<file path="config.mk">
export PLATFORM = sky130hd
export DESIGN_NAME = bounded_utf8_validator
export DESIGN_NICKNAME = d
export VERILOG_FILES = /design/src/sv/buv_pkg.sv /design/src/sv/buv_decode.sv /design/src/sv/bounded_utf8_validator.sv
export SDC_FILE = /design/constraint.sdc
export NUM_CORES = 1
export LEC_CHECK = 0
export BUFFER_PORTS_ARGS = -buffer_cell sky130_fd_sc_hd__buf_2
export CORE_MARGIN = 1.5
export CORE_UTILIZATION = 57
export CTS_CLUSTER_SIZE = 10
export DETAILED_ROUTE_END_ITERATION = 16
export PLACE_DENSITY = 0.83
export SLEW_MARGIN = 20
export SYNTH_ARGS = -nofsm -noshare
export SYNTH_HDL_FRONTEND = slang
export SYNTH_SLANG_ARGS = --single-unit
</file>
<file path="constraint.sdc">
create_clock -name clk -period 2.95 [get_ports clk]
set_input_delay 0 -clock clk [delete_from_list [all_inputs] [get_ports clk]]
set_output_delay 0 -clock clk [all_outputs]
set_load 0.005 [all_outputs]
</file>
<file path="src/sv/buv_pkg.sv">
// ----------------------------------------------------------------------------
// buv_pkg
// Types and byte constants for the bounded UTF-8 validator.
// ----------------------------------------------------------------------------
package buv_pkg;

  typedef enum logic [1:0] {
    V_PENDING = 2'd0,
    V_ACCEPT  = 2'd1,
    V_REJECT  = 2'd2
  } verdict_t;

  // Range check pending on the first continuation byte.
  typedef enum logic [2:0] {
    R_NONE = 3'd0,
    R_E0   = 3'd1,
    R_ED   = 3'd2,
    R_F0   = 3'd3,
    R_F4   = 3'd4
  } rule_t;

  typedef struct packed {
    logic [1:0] cont_left;
    rule_t      rule;
    verdict_t   verdict;
  } seq_state_t;

  localparam logic [7:0] CONT_MASK  = 8'hC0;
  localparam logic [7:0] CONT_TAG   = 8'h80;
  localparam logic [7:0] ASCII_MAX  = 8'h7F;
  localparam logic [7:0] LEAD2_LO   = 8'hC2;
  localparam logic [7:0] LEAD2_HI   = 8'hDF;
  localparam logic [7:0] LEAD3_LO   = 8'hE0;
  localparam logic [7:0] LEAD3_HI   = 8'hEF;
  localparam logic [7:0] LEAD3_SURR = 8'hED;
  localparam logic [7:0] LEAD4_LO   = 8'hF0;
  localparam logic [7:0] LEAD4_HI   = 8'hF4;
  localparam logic [7:0] E0_MIN     = 8'hA0;
  localparam logic [7:0] ED_MAX     = 8'h9F;
  localparam logic [7:0] F0_MIN     = 8'h90;
  localparam logic [7:0] F4_MAX     = 8'h8F;

endpackage

</file>
<file path="src/sv/buv_decode.sv">
// ----------------------------------------------------------------------------
// buv_decode
// Next-state logic for one byte: lead/continuation decode, range rules,
// position limit and verdict.
// ----------------------------------------------------------------------------
module buv_decode import buv_pkg::*; #(
  parameter int MAX_BYTES = 256,
  parameter int POS_W     = 9
) (
  input  logic             start_req,
  input  logic [7:0]       data_byte,
  input  logic [POS_W-1:0] pos,
  input  seq_state_t       st,
  output logic [POS_W-1:0] pos_next,
  output seq_state_t       st_next
);

  localparam logic [POS_W:0] LIMIT = (POS_W+1)'(MAX_BYTES);

  logic [POS_W-1:0] cur_pos;
  seq_state_t       cur;
  logic [POS_W:0]   pos_inc;
  logic [POS_W:0]   seq_end;
  logic [1:0]       count;
  rule_t            lead_rule;
  logic             lead_ok;
  logic             bad;

  always_comb begin
    cur_pos = start_req ? '0 : pos;
    cur     = start_req ? seq_state_t'{cont_left: 2'd0, rule: R_NONE, verdict: V_PENDING}
                        : st;
    pos_inc = {1'b0, cur_pos} + (POS_W+1)'(1);
  end

  always_comb begin
    count     = 2'd0;
    lead_rule = R_NONE;
    lead_ok   = 1'b1;
    unique case (data_byte) inside
      [LEAD2_LO:LEAD2_HI]: count = 2'd1;
      [LEAD3_LO:LEAD3_HI]: begin
        count = 2'd2;
        if (data_byte == LEAD3_LO) lead_rule = R_E0;
        if (data_byte == LEAD3_SURR) lead_rule = R_ED;
      end
      [LEAD4_LO:LEAD4_HI]: begin
        count = 2'd3;
        if (data_byte == LEAD4_LO) lead_rule = R_F0;
        if (data_byte == LEAD4_HI) lead_rule = R_F4;
      end
      default: lead_ok = 1'b0;
    endcase
    seq_end = {1'b0, cur_pos} + (POS_W+1)'(count);
  end

  always_comb begin
    bad = (data_byte & CONT_MASK) != CONT_TAG;
    unique case (cur.rule)
      R_E0:    if (data_byte < E0_MIN) bad = 1'b1;
      R_ED:    if (data_byte > ED_MAX) bad = 1'b1;
      R_F0:    if (data_byte < F0_MIN) bad = 1'b1;
      R_F4:    if (data_byte > F4_MAX) bad = 1'b1;
      default: ;
    endcase
  end

  always_comb begin
    st_next  = cur;
    pos_next = cur_pos;
    if (cur.verdict == V_PENDING) begin
      if (cur.cont_left != 2'd0) begin
        if (bad) begin
          st_next.verdict = V_REJECT;
        end else begin
          st_next.rule      = R_NONE;
          st_next.cont_left = cur.cont_left - 2'd1;
          pos_next          = pos_inc[POS_W-1:0];
          if (pos_inc >= LIMIT) st_next.verdict = V_REJECT;
        end
      end else if (data_byte == 8'h00) begin
        st_next.verdict = (cur_pos == '0) ? V_REJECT : V_ACCEPT;
      end else if (data_byte <= ASCII_MAX) begin
        pos_next = pos_inc[POS_W-1:0];
        if (pos_inc >= LIMIT) st_next.verdict = V_REJECT;
      end else if (!lead_ok || seq_end >= LIMIT) begin
        st_next.verdict = V_REJECT;
      end else begin
        st_next.cont_left = count;
        st_next.rule      = lead_rule;
        pos_next          = pos_inc[POS_W-1:0];
        if (pos_inc >= LIMIT) st_next.verdict = V_REJECT;
      end
    end
  end

endmodule

</file>
<file path="src/sv/bounded_utf8_validator.sv">
// ----------------------------------------------------------------------------
// bounded_utf8_validator
// Streaming strict UTF-8 check of a zero-terminated string, one byte a cycle unless stalled.
// ----------------------------------------------------------------------------
// Each accepted request carries one byte and yields one verdict (0 pending,
// 1 accepted, 2 rejected), sticky until a request with start_req set. The
// byte is decoded and the string state updated in the cycle it is accepted;
// its verdict goes to the output register, or to a skid register that holds
// one verdict when the output is stalled. Throughput is one byte per cycle
// while in_stall is low; in_stall rises only while that skid register is
// occupied. Strings must end within MAX_BYTES.
module bounded_utf8_validator import buv_pkg::*; #(
  parameter int MAX_BYTES = 256
) (
  input  logic       clk,
  input  logic       rst,
  input  logic       in_valid,
  output logic       in_stall,
  input  logic       start_req,
  input  logic [7:0] data_byte,
  output logic       out_valid,
  input  logic       out_stall,
  output logic [1:0] verdict
);

  localparam int POS_W = $clog2(MAX_BYTES + 1);

  logic [POS_W-1:0] pos;
  logic [POS_W-1:0] pos_next;
  seq_state_t       st;
  seq_state_t       st_next;
  logic             skid_valid;
  logic [1:0]       skid_verdict;
  logic             accept;
  logic             out_free;

  buv_decode #(
    .MAX_BYTES (MAX_BYTES),
    .POS_W     (POS_W)
  ) u_decode (
    .start_req (start_req),
    .data_byte (data_byte),
    .pos       (pos),
    .st        (st),
    .pos_next  (pos_next),
    .st_next   (st_next)
  );

  assign in_stall = skid_valid;
  assign accept   = in_valid && !skid_valid;
  assign out_free = !out_valid || !out_stall;

  always_ff @(posedge clk) begin
    if (rst) begin
      pos <= '0;
      st  <= '{cont_left: 2'd0, rule: R_NONE, verdict: V_PENDING};
    end else if (accept) begin
      pos <= pos_next;
      st  <= st_next;
    end
  end

  always_ff @(posedge clk) begin
    if (rst) begin
      out_valid  <= 1'b0;
      skid_valid <= 1'b0;
    end else if (out_free) begin
      if (skid_valid) begin
        out_valid  <= 1'b1;
        skid_valid <= 1'b0;
      end else begin
        out_valid <= accept;
      end
    end else if (accept) begin
      skid_valid <= 1'b1;
    end
  end

  always_ff @(posedge clk) begin
    if (out_free) begin
      if (skid_valid) begin
        verdict <= skid_verdict;
      end else if (accept) begin
        verdict <= st_next.verdict;
      end
    end else if (accept) begin
      skid_verdict <= st_next.verdict;
    end
  end

endmodule

</file>
==> impl_table.tex <==
\begin{tabular}{lr}
\hline
Metric & Value \\
\hline
\multicolumn{2}{l}{\textbf{Run status}} \\
Run status & complete, no violations \\
\multicolumn{2}{l}{\textbf{Job}} \\
Max-cap viol count & 0 \\
\multicolumn{2}{l}{\textbf{Logic synthesis}} \\
Yosys warns & 0 \\
Top cell type's share of synthesized area & 20.4\% \\
Part of the Yosys area used for sequential elements & 27.3\% \\
Gate count after technology mapping & 221 \\
Share of async-settable or async-resettable flops after synthesis & 0\% \\
Main flop type after synthesis & sky130\_fd\_sc\_hd\_\_dfxtp\_1 \\
Count of state elements after synthesis & 22 \\
Number of distinct library cell variants in the gate-level netlist after synthesis & 62 \\
Synthesized netlist net count & 238 \\
Commonest cells in the netlist & sky130\_fd\_sc\_hd\_\_nand2\_1 (28), sky130\_fd\_sc\_hd\_\_nor2\_1 (21), sky130\_fd\_sc\_hd\_\_dfxtp\_1 (18) \\
Cell accounting for the most synthesized area & sky130\_fd\_sc\_hd\_\_dfxtp\_1 \\
EDFF count, synth & 4 \\
Library cell with the highest instance count after synthesis & sky130\_fd\_sc\_hd\_\_nand2\_1 \\
Syn Std Cell Area & 1760 sq um \\
Largest cells by area after synthesis & sky130\_fd\_sc\_hd\_\_dfxtp\_1 (20\%), sky130\_fd\_sc\_hd\_\_edfxtp\_1 (6.8\%), sky130\_fd\_sc\_hd\_\_nand2\_1 (6.0\%) \\
Per-instance average area after synthesis & 7.98 sq um \\
\multicolumn{2}{l}{\textbf{Critical path}} \\
Required arrival time at the worst endpoint & 3.21 ns \\
Setup Crit Path Kind & reg -> reg \\
Total buffers and inverters traversed by the critical path & 0 \\
Crit path cell chain & nor2b\_1 > ha\_1 > nand3b\_1 > nor3\_2 > o311ai\_4 > nand2\_2 > or4\_1 > a21o\_1 > a21oi\_2 \\
Standard cell with the maximum stage delay on the critical path & sky130\_fd\_sc\_hd\_\_or4\_1 \\
Startpoint class of the critical path & register \\
Peak fanout along the critical path & 11 \\
Data arrival time at the worst-slack endpoint & 2.90 ns \\
Kind of end point of the critical path & register \\
Largest delay contributor family on the critical path & simple AND/OR/NAND/NOR gates \\
Largest stage delay, worst path & 0.51 ns \\
\multicolumn{2}{l}{\textbf{Clock network}} \\
Clock tree root buffer cell & sky130\_fd\_sc\_hd\_\_clkbuf\_4 \\
Number of CTS-inserted buffers & 3 \\
Clock-pin transition on the worst setup and hold timing paths & 0.12 ns \\
Deepest level of the CTS H-tree & 1 \\
Number of clock sinks seen by CTS & 22 \\
Post-CTS Setup Bufs & 0 \\
CTS tree & done \\
Number of gates resized after CTS & 0 \\
Clock insertion delay at the later pin of the skew report & 0.31 ns \\
Max clock buf depth & 2 \\
\multicolumn{2}{l}{\textbf{Pwr}} \\
Post-route total power & 0.000676 W \\
Peak ir drop on the vdd network & 0.322 mV \\
Leakage component of the power & 0.715 nW \\
Power density cells & 352 nW/um\^{}2 \\
\multicolumn{2}{l}{\textbf{Die}} \\
Full die area & 3440 sq um \\
Area of the placeable core & 2850 sq um \\
Num ports & 17 \\
Number of placement rows & 19 \\
Y dimension of the die & 58.6 um \\
Initial standard-cell utilization of the core & 61.8\% \\
Horiz. Die Dim & 58.6 um \\
\multicolumn{2}{l}{\textbf{Detailed routing}} \\
Detail Route met2 WL & 2.05 mm \\
Antenna-violating nets left & 0 \\
Total via count in the routed design & 1,769 \\
Post-route met1 wirelength & 2.12 mm \\
Wire length per cell after detailed routing & 16.8 um \\
DR top layer & met4 \\
DRT Wirelength & 4.46 mm \\
Remaining DRCs & 0 \\
Ratio of routed vias to standard cells & 6.65 \\
Met3 layer wire length in the routed design & 243 um \\
Number of DRC markers in iteration 0 & 108 \\
Drt first pass iters & 4 \\
\multicolumn{2}{l}{\textbf{Final layout}} \\
Layout-stage area growth over the synthesis result & 9.01\% \\
Fin nets & 253 \\
Final instance area & 1920 sq um \\
Number of diodes & 0 \\
Share of post-route cells with drive strength above 1 & 17.9\% \\
\multicolumn{2}{l}{\textbf{Timing}} \\
Total count of hold-check failures in the final report & 0 \\
Unrepaired setup endpoints after global routing & no \\
Fmax & 0.378 GHz \\
Setup TNS & 0 ns \\
Setup-failing EPs final & 0 \\
Skew final & 0.00348 ns \\
Part of the cycle the worst path needs & 89.6\% \\
Final critical delay including setup and external delays & 2.64 ns \\
Max-slew violation count & 0 \\
Least-Margin Pin Slew & 0.504 ns \\
Tightest slew margin relative to the limit & 66.1\% \\
\multicolumn{2}{l}{\textbf{Global routing}} \\
Total Routing Usage GR & 28.1\% \\
First-pass GRT wire length & 7.45 mm \\
Via count of the first global-routing pass & 1,580 \\
Number of antenna violations at the first check in global routing & 0 \\
Pin count of the biggest net entering global routing & 20 \\
Congestion Overflow GR & 0 \\
\multicolumn{2}{l}{\textbf{Place}} \\
Placer Congestion & 0.898 \\
Port Buffer Count & 16 \\
Cell area after placement & 1850 sq um \\
HPWL Detailed & 3.26 mm \\
\multicolumn{2}{l}{\textbf{Worst hold path}} \\
Type of the tightest min-delay check & in -> reg \\
\hline
\end{tabular}
final cells by class:
type / count / area, sq um
Clock buffer: 3 / 22.5
Clock inverter: 1 / 30.0
Fill cell: 235 / 931
Inverter: 11 / 41.3
Multi-Input combinational cell: 178 / 1190
Sequential cell: 22 / 480
Tap cell: 31 / 38.8
Timing Repair Buffer: 20 / 115
metrics by stage:
step	std cells	hold WS [ns]	worst slack (ns)	utilization, %
finish	266	0.0736	0.306	67.4
global route	266	0.0882	0.0913	67.4
CTS	266	0.0747	0.325	67.4
detailed placement	260	0.318	0.280	64.8
global placement	260	0.317	0.375	64.8
floorplan	221	0.177	0.664	-
flip-flops by register name, summed over array words and instances, names as in the netlist:
signal	count
pos	9
st	7
skid_verdict	2
verdict	2
in_stall	1
out_valid	1
where the power goes:
part	switching [W]	total, W	internal [W]
Clock	0.0000940	0.000231	0.000137
Combinational	0.0000814	0.000125	0.0000433
Sequential	0.00000620	0.000320	0.000314
Total	0.000182	0.000676	0.000494
timing repair:
item                                   CTS  global route
hold buffers                             2             0
endpoints found under the hold margin    2             0
setup endpoints to repair                0             0
logic make-up (layout without fill, tap and decap cells):
logic type	after synthesis	after routing	share of synthesized area, %
AOI/OAI and AO/OA	60	60	25.3
adders and majority gates	4	4	2.84
xor gates and xnor gates	2	2	0.994
and+or+nand+nor	103	103	33.1
DFF	22	22	27.3
buffers and inverters	21	35	5.04
muxes	9	9	5.39
layer usage:
layer  vias to the layer above  global-route usage (%)
met3                         5                    3.74
met5                         -                       0
met1                       839                    39.0
li1                        862                       -
met2                        63                    45.7
met4                         0                    8.12
cells in the final DEF, fill, tap and decap left out, types with 3 or more instances in the layout:
| cell type | count |
|---|---|
| sky130_fd_sc_hd__nor2_1 | 21 |
| sky130_fd_sc_hd__dfxtp_1 | 18 |
| sky130_fd_sc_hd__nor4_1 | 3 |
| sky130_fd_sc_hd__nand2_1 | 28 |
| sky130_fd_sc_hd__and3_1 | 4 |
| sky130_fd_sc_hd__inv_1 | 11 |
| sky130_fd_sc_hd__o21ai_0 | 7 |
| sky130_fd_sc_hd__clkbuf_4 | 3 |
| sky130_fd_sc_hd__buf_2 | 16 |
| sky130_fd_sc_hd__mux2i_1 | 5 |
| sky130_fd_sc_hd__nand4_1 | 6 |
| sky130_fd_sc_hd__nor3_1 | 3 |
| sky130_fd_sc_hd__nand2b_1 | 3 |
| sky130_fd_sc_hd__a21oi_1 | 12 |
| sky130_fd_sc_hd__ha_1 | 4 |
| sky130_fd_sc_hd__nand3_1 | 7 |
| sky130_fd_sc_hd__a211oi_1 | 3 |
| sky130_fd_sc_hd__nor2b_1 | 5 |
| sky130_fd_sc_hd__edfxtp_1 | 4 |
| sky130_fd_sc_hd__a31oi_1 | 6 |
| sky130_fd_sc_hd__o211ai_1 | 3 |
| sky130_fd_sc_hd__a21o_1 | 3 |
worst paths after layout:
check                             from     end  slack (ns)  cells after the start
worst min register to register   st[6]   st[6]        0.49                      1
worst min-delay path               rst  pos[3]        0.07                      2
worst max-delay path            pos[1]   st[4]        0.31                      9
worst max register to register  pos[1]   st[4]        0.31                      9
No activity file was read; power rests on OpenSTA's default activity.
